==> config.mk <==
export PLATFORM = sky130hd
export DESIGN_NAME = fsd_front
export DESIGN_NICKNAME = d
export VERILOG_FILES = /design/src/hw/rtl/fsd_pkg.sv /design/src/hw/rtl/fsd_front.sv
export SDC_FILE = /design/constraint.sdc
export NUM_CORES = 1
export LEC_CHECK = 0
export BUFFER_PORTS_ARGS = -buffer_cell sky130_fd_sc_hd__buf_2
export CORE_AREA = 2 2 109 111
export CTS_CLUSTER_SIZE = 28
export DETAILED_ROUTE_END_ITERATION = 16
export DIE_AREA = 0 0 111 113
export PLACE_DENSITY_LB_ADDON = 0.05
export SLEW_MARGIN = 20
export SYNTH_ARGS = -nofsm -noshare
export SYNTH_HDL_FRONTEND = slang
export SYNTH_SLANG_ARGS = --single-unit
==> constraint.sdc <==
create_clock -name clock -period 3.4 [get_ports clock]
set_input_delay 0.68 -clock clock [delete_from_list [all_inputs] [get_ports clock]]
set_output_delay 0.68 -clock clock [all_outputs]
set_load 0.02 [all_outputs]
==> src/hw/rtl/fsd_pkg.sv <==
// ---------------------------------------------------------------------------
// fsd_pkg: shared types for the framebuffer shape drawer
// Command codes, the decoded command passed from the front end to the
// drawing engine, and the engine status bundle.
// ---------------------------------------------------------------------------
`default_nettype none

package fsd_pkg;

   localparam int COORD_W = 10;
   localparam int MODE_W  = 3;

   typedef logic signed [COORD_W-1:0] coord_type;

   localparam logic [MODE_W-1:0] MODE_CLEAR = 3'd0;
   localparam logic [MODE_W-1:0] MODE_PIXEL = 3'd1;
   localparam logic [MODE_W-1:0] MODE_LINE  = 3'd2;
   localparam logic [MODE_W-1:0] MODE_RECT  = 3'd3;
   localparam logic [MODE_W-1:0] MODE_FILL  = 3'd4;
   localparam logic [MODE_W-1:0] MODE_READ  = 3'd5;

   typedef enum logic [2:0] {
      KIND_CLEAR,
      KIND_LINE,
      KIND_RECT,
      KIND_FILL,
      KIND_READ,
      KIND_NOP
   } kind_type;

   typedef struct packed {
      kind_type  kind;
      coord_type x_a;
      coord_type y_a;
      coord_type x_b;
      coord_type y_b;
   } fsd_cmd_type;

   typedef struct packed {
      logic booting;
      logic busy;
   } fsd_back_stat_type;

endpackage

`default_nettype wire

==> src/hw/rtl/fsd_front.sv <==
// ---------------------------------------------------------------------------
// fsd_front: command intake and decode
// Accepts commands, decodes them into drawing jobs and holds them in a
// two-entry queue for the drawing engine.
// ---------------------------------------------------------------------------
`default_nettype none

module fsd_front (
   input  logic                     clock,
   input  logic                     reset,
   input  logic                     req_tvalid,
   output logic                     req_tready,
   input  logic [39:0]              req_tdata,   // x_a, y_a, x_b, y_b
   input  logic [2:0]               req_tuser,   // mode
   input  fsd_pkg::fsd_back_stat_type stat,
   output logic                     cmd_valid,
   input  logic                     cmd_ready,
   output fsd_pkg::fsd_cmd_type     cmd
);
   import fsd_pkg::*;

   fsd_cmd_type ent_ff [2];
   logic        wr_ff, wr_in;
   logic        rd_ff, rd_in;
   logic [1:0]  cnt_ff, cnt_in;
   fsd_cmd_type dec;
   coord_type   xa, ya, xb, yb;
   logic        push, pop;

   assign xa = coord_type'(req_tdata[9:0]);
   assign ya = coord_type'(req_tdata[19:10]);
   assign xb = coord_type'(req_tdata[29:20]);
   assign yb = coord_type'(req_tdata[39:30]);

   // classify; a pixel is a line of zero length, a reversed fill is a no-op
   always_comb begin
      dec.x_a = xa;
      dec.y_a = ya;
      dec.x_b = xb;
      dec.y_b = yb;
      unique case (req_tuser)
         MODE_CLEAR: dec.kind = KIND_CLEAR;
         MODE_PIXEL: begin
            dec.kind = KIND_LINE;
            dec.x_b  = xa;
            dec.y_b  = ya;
         end
         MODE_LINE:  dec.kind = KIND_LINE;
         MODE_RECT:  dec.kind = KIND_RECT;
         MODE_FILL:  dec.kind = (xa > xb) ? KIND_NOP : KIND_FILL;
         MODE_READ:  dec.kind = KIND_READ;
         default:    dec.kind = KIND_NOP;
      endcase
   end

   assign req_tready = (cnt_ff != 2'd2) && !stat.booting;
   assign push       = req_tvalid && req_tready;
   assign cmd_valid  = (cnt_ff != 2'd0);
   assign pop        = cmd_valid && cmd_ready;
   assign cmd        = ent_ff[rd_ff];

   assign wr_in  = push ? !wr_ff : wr_ff;
   assign rd_in  = pop ? !rd_ff : rd_ff;
   assign cnt_in = 2'(cnt_ff + {1'b0, push} - {1'b0, pop});

   always_ff @(posedge clock) begin
      if (reset) begin
         wr_ff  <= 1'b0;
         rd_ff  <= 1'b0;
         cnt_ff <= 2'd0;
      end else begin
         wr_ff  <= wr_in;
         rd_ff  <= rd_in;
         cnt_ff <= cnt_in;
      end
   end

   always_ff @(posedge clock) begin
      if (push) begin
         ent_ff[wr_ff] <= dec;
      end
   end

endmodule

`default_nettype wire

==> results.md, run 1 <==
- Fin crit period: 2.44 ns
- Mapped Avg Cell Area: 16.1 um2
- Element type at the critical path end: primary output
- Largest net degree at the start of global routing: 35
- Total core area: 11300 um2
- Area of the multi-input gates: 1120 um2
- Num CTS Buffers: 9
- Critical Path Max Stage Delay: 0.62 ns
- Syn_nets: 303
- Critical path fanouts, max: 27
- Core Util, Final: 43.1%
- Total Wirelength: 7.25 mm
- Reg2Reg Launch Point: cnt_ff[1]$_SDFF_PP0_
- Port Buffer Count: 92
- Slew @ Worst Pin: 0.714 ns
- Hold Vio Cnt, Final: 0
- Clock transition time at the flip-flop clock pins of the worst setup and hold paths: 0.06 ns
- Clk Latency, worst-skew pair: 0.33 ns
- Max Freq: 410 MHz
- Maxcap violations: 0
- Routed length per instance: 14.9 um
- Post-CTS Setup Bufs: 0
- Total clock sinks: 91
- GR Overflow Total: 0
- Max H-tree Level: 3
- Hold Crit Start: rd_ff$_SDFFE_PP0P_
- Final period utilization: 71.7%
- FP Rows: 39
- Data arrival time of the worst path: 1.76 ns
- First-pass GRT wire length: 11.6 mm
- Filler cells: 1075
- Mapped cell area: 3900 um2
- Comb pwr share: 26.0%
- Critical path class: flip-flop to primary output
- Iter 0 DRT Violations: 60
- P&R area growth vs syn: 24.4%
- Clock skew: 0.00456 ns
- Remaining antenna violation count: 0
- Seq pwr share: 44.1%
- # setup viols final: 0
- Vias per cell: 4.53
- CP max-delay cell: dfxtp_2
- YS warnings: 0
- Req. time, crit path: 2.72 ns
- CP bufs+invs: 2
- Initial core utilization: 34.6%
- # IOs: 94
- Via count: 2211
- Die height: 113 um
- Hpwl dp: 4.83 mm
- Flops & latches, synth: 91
- Crit-path cells: buf_12 > mux2_2 > buf_2
- Post-layout nets: 402
- Path type of the worst min-delay path: flip-flop to flip-flop
- Initial antenna violation count: 0
- Max Slew Vio Count: 0
- Clock Tree Root: clkbuf_16
- CTS tree: built
- Hold_buf cts: 0
- Sw power: 893 uW
- PwrDens: 650 nW/um2
- Min Hold Slack: 0.509 ns
- Cell family contributing the most delay on the critical path: flip-flops
- Area of the die: 12500 um2
- Internal Power: 2260 uW
- FF+latch area: 2680 um2
- Antenna Cells: 0
- Gpl congestion: 0.660
- RSZ-0062 raised after global routing: no
- Synth unique cells: 28
- Die Wd: 111 um
- Seq/Total Area, Yosys: 68.7%
- Share of cells above drive strength 1: 49.3%
- Pleak: 0.00185 uW
- GRT Resource Usage Total: 12.2%
- Commonest non-fill, non-tap cell in the layout: buf_2
- Peak VDD IR: 0.207 mV
- Outcome: completed
- Fin Setup TNS: 0 ns
- # DRC: 0
- TritonRoute pass-1 iters: 4
- Clk buf depth: 2
- CTS resizes: 0
- Switch share: 28.3%
- Rel. slew slack: 52.3%
- Most frequent cells in the layout: 92 x buf_2, 86 x edfxtp_1, 52 x mux2_2
- Clock power share: 29.9%
- Vias in the first global route: 2298
- CP startpoint kind: flip-flop
- Cells after Synth: 242
==> per-layer routing <==
metal / global-route usage [%] / vias to the layer above / wire [um]
met4: 5.00 / 0 / 74
met1: 14.4 / 1045 / 3190
met3: 4.12 / 6 / 456
met5: 0 / - / 0
li1: - / 1099 / -
met2: 20.5 / 61 / 3530
==> final timing paths <==
| check | depth (start not counted) | slack [ns] | to |
|---|---|---|---|
| max | 3 | 0.96 | cmd[12] |
| min | 2 | 0.51 | rd_ff$_SDFFE_PP0P_ |
| max reg2reg | 8 | 1.49 | cnt_ff[1]$_SDFF_PP0_ |
| min reg2reg | 2 | 0.51 | rd_ff$_SDFFE_PP0P_ |
==> metrics by stage <==
stage	instances	total power, uW	setup slack (ns)	cell area [um2]
after floorplan	242	1970	0.219	3900
after global placement	473	2250	1.09	4570
after detailed placement	473	2260	1.04	4570
after CTS	488	3220	0.893	4860
after global routing	488	3310	0.840	4860
final	488	3150	0.961	4860
==> power groups by stage <==
stage	logic, uW	clock network (uW)	registers (uW)
after floorplan	592	0	1380
after CTS	842	977	1400
after global placement	837	0	1420
after global routing	893	1020	1410
final	820	943	1390
after detailed placement	839	0	1420
==> synth_stat cells <==
master / n / area share (%)
a221oi_1: 1 / 0.22
edfxtp_1: 86 / 66
mux2_2: 52 / 15
and2_1: 1 / 0.16
nand4_1: 1 / 0.16
and4_1: 1 / 0.22
o21ai_0: 14 / 1.8
inv_1: 17 / 1.6
clkbuf_1: 1 / 0.096
nor2_1: 8 / 0.77
mux2_4: 2 / 0.77
nand2_1: 13 / 1.3
dfxtp_1: 5 / 2.6
xnor2_1: 4 / 0.90
nor2b_1: 2 / 0.32
a21o_1: 1 / 0.19
o211ai_1: 2 / 0.38
a31o_2: 1 / 0.22
clkbuf_2: 1 / 0.13
nor3_1: 2 / 0.26
ha_1: 12 / 3.8
buf_8: 1 / 0.38
nor2b_4: 2 / 0.71
buf_2: 4 / 0.51
o21a_1: 2 / 0.38
buf_6: 1 / 0.29
a21oi_1: 4 / 0.51
or2_2: 1 / 0.16
==> kinds of logic (layout without fill, tap and decap cells) <==
kind of cell    Yosys count  count (layout)  share of synthesized area [%]
fa+ha+maj                12              12                           3.85
mux                      54              54                           15.8
compound gates           25              25                           3.72
buf+inv                  25             128                           3.04
simple gates             31              31                           4.01
flops                    91              91                           68.7
xor+xnor                  4               4                          0.897
==> state kept, by name (all words and copies together), names as in the netlist, named ones only <==
| name | cells |
|---|---|
| ent_ff | 86 |
| wr_ff | 1 |
| cnt_ff | 2 |
| rd_ff | 1 |
==> worst min-delay path: cells and delay by family (launching register included) <==
| family | cells | cell delay (ns) |
|---|---|---|
| XOR/XNOR | 1 | 0.08 |
| flip-flops | 1 | 0.32 |
| AND/OR/NAND/NOR | 1 | 0.07 |
==> layout make-up <==
class / instances / share of cell area [%]
inverters: 17 / 1.31
clock buffers: 10 / 4.72
repair buffers: 96 / 10.9
flip-flops and latches: 91 / 55.3
multi-input cells: 126 / 23.0
well taps: 143 / 3.68
clock inverters: 5 / 1.13
Power figures use the tool's default switching activity.
==> inputs of run 2 (changes only) <==
==> constraint.sdc (replaced) <==
create_clock -name clock -period 2.3 [get_ports clock]
set_input_delay 0.46 -clock clock [delete_from_list [all_inputs] [get_ports clock]]
set_output_delay 0.46 -clock clock [all_outputs]
set_load 0.02 [all_outputs]
==> run 2 against run 1 <==
Worst setup slack got worse by 0.70 ns. Sequential cell count unchanged. Sequential share of layout area decreased by 0.47 points. Sequential power increased by 45%. Final cell count increased by 1.0%. Largest cell class unchanged. Largest power group unchanged.
==> results.md, run 2 (same netlist as run 1, synthesis figures left out) <==
- Outcome: completed
- Initial antenna violation count: 0
- P&R area growth vs syn: 25.4%
- # IOs: 94
- Critical Path Max Stage Delay: 0.38 ns
- Internal Power: 3340 uW
- Total core area: 11300 um2
- Reg2Reg Launch Point: cnt_ff[1]$_SDFF_PP0_
- Worst r2r path cells: 8
- Antenna Cells: 0
- CTS tree: built
- Clk Latency, worst-skew pair: 0.33 ns
- Fin crit period: 2.04 ns
- CTS resizes: 0
- Placed Cells: 478
- Fin Setup TNS: 0 ns
- Clock Tree Root: clkbuf_16
- Core Util, Final: 43.4%
- Area of the multi-input gates: 1120 um2
- Die height: 113 um
- Critical path class: flip-flop to primary output
- DP Area: 4620 um2
- Path type of the worst min-delay path: input pin to flip-flop
- Peak VDD IR: 0.378 mV
- Pleak: 0.00188 uW
- Share of cells above drive strength 1: 49.4%
- Hold Path End: ent_ff[0][27]$_DFFE_PP_
- Largest net degree at the start of global routing: 35
- Biggest regs: ent_ff x86, cnt_ff x2
- Switch share: 28.5%
- Maxcap violations: 0
- Critical path fanouts, max: 27
- Max Slew Vio Count: 0
- Routed length per instance: 15.2 um
- Seq pwr share: 43.0%
- CP max-delay cell: mux2_2
- Fin cells: 493
- Vias per cell: 4.53
- Post-CTS Setup Bufs: 0
- CP bufs+invs: 2
- Reg2Reg Capture Point: cnt_ff[1]$_SDFF_PP0_
- TritonRoute pass-1 iters: 4
- Rel. slew slack: 56.1%
- Most frequent cells in the layout: 92 x buf_2, 86 x edfxtp_1, 52 x mux2_2
- Post-layout nets: 407
- PwrDens: 954 nW/um2
- Comb pwr share: 27.0%
- Final instance area: 4900 um2
- FF+latch area: 2680 um2
- Max H-tree Level: 3
- Hold_buf cts: 0
- First-pass GRT wire length: 11.9 mm
- Clock transition time at the flip-flop clock pins of the worst setup and hold paths: 0.06 ns
- Element type at the critical path end: primary output
- Max Freq: 491 MHz
- RSZ-0062 raised after global routing: no
- Port Buffer Count: 92
- Clock skew: 0.00311 ns
- Req. time, crit path: 1.84 ns
- Remaining antenna violation count: 0
- # setup viols final: 0
- GR Overflow Total: 0
- # DRC: 0
- Area of the die: 12500 um2
- Sw power: 1330 uW
- Flop-to-flop setup slack: 0.39 ns
- Total clock sinks: 91
- Filler cells: 1087
- Setup ws final: 0.262 ns
- Clk buf depth: 2
- Slew @ Worst Pin: 0.655 ns
- Hpwl dp: 5.08 mm
- Clock power share: 29.9%
- CP startpoint kind: flip-flop
- Hold Vio Cnt, Final: 0
- Data arrival time of the worst path: 1.58 ns
- Max FFs per register: 86
- Pre-CTS setup slack: 0.174 ns
- Hold Crit Start: req_tdata[17]
- Gpl congestion: 0.686
- Commonest non-fill, non-tap cell in the layout: buf_2
- Crit-path cells: buf_4 > mux2_2 > buf_2
- Hold depth: 1
- GRT Resource Usage Total: 12.7%
- Die Wd: 111 um
- Final period utilization: 88.6%
- Num CTS Buffers: 9
- FP Rows: 39
- Initial core utilization: 34.6%
- Largest Register: ent_ff
- Iter 0 DRT Violations: 47
- Total Wirelength: 7.49 mm
- Cell family contributing the most delay on the critical path: buffers and inverters
- Vias in the first global route: 2340
- Via count: 2231
==> run 2: worst reg2reg max path, delay by kind of cell, from the launching register on <==
family	cells	cell delay, ns
AO/OA/AOI/OAI	1	0.56
adder cells (fa/ha/maj)	2	0.49
flip-flops	1	0.32
XOR/XNOR	2	0.27
buffers and inverters	2	0.13
AND/OR/NAND/NOR	1	0.05
==> run 2: stage by stage <==
step                hold slack (ns)  total power [uW]
floorplan                     0.481              2920
global placement              0.500              3330
detailed placement            0.501              3340
CTS                           0.315              4740
global route                  0.320              4900
finish                        0.329              4670
==> run 2: area by class of cell <==
type	instances	share of cell area [%]
clock buffers	11	4.75
clock inverters	4	0.869
multi-input cells	126	22.8
flip-flops and latches	91	54.8
well taps	143	3.65
repair buffers	101	11.8
inverters	17	1.30
==> run 2: power by group through the flow <==
stage          Combinational (uW)  Clock [uW]  Sequential [uW]
2_1_floorplan                 875           0             2040
3_3_place_gp                 1290           0             2040
3_5_place_dp                 1290           0             2050
4_1_cts                      1300        1430             2010
5_1_grt                      1380        1490             2030
6_report                     1260        1400             2010
==> run 2: worst max-delay path by stage <==
stage,slack [ns],startpoint,depth (start not counted),endpoint
5_1_grt,0.17,flip-flop,3,cmd[37]
3_3_place_gp,0.19,req_tdata[9],6,ent_ff[1][42]$_DFFE_PP_
3_5_place_dp,0.17,req_tdata[9],6,ent_ff[1][42]$_DFFE_PP_
2_1_floorplan,-0.66,stat[1],3,ent_ff[0][0]$_DFFE_PP_
4_1_cts,0.22,flip-flop,3,cmd[31]
6_report,0.26,flip-flop,3,cmd[42]
==> run 2: per-layer routing <==
metal  wire length [um]  track usage, %  vias to the layer above
li1                   -               -                     1110
met1               3290            14.8                     1046
met2               3600            21.3                       63
met3                470            4.18                       12
met4                126            6.00                        0
met5                  0               0                        -
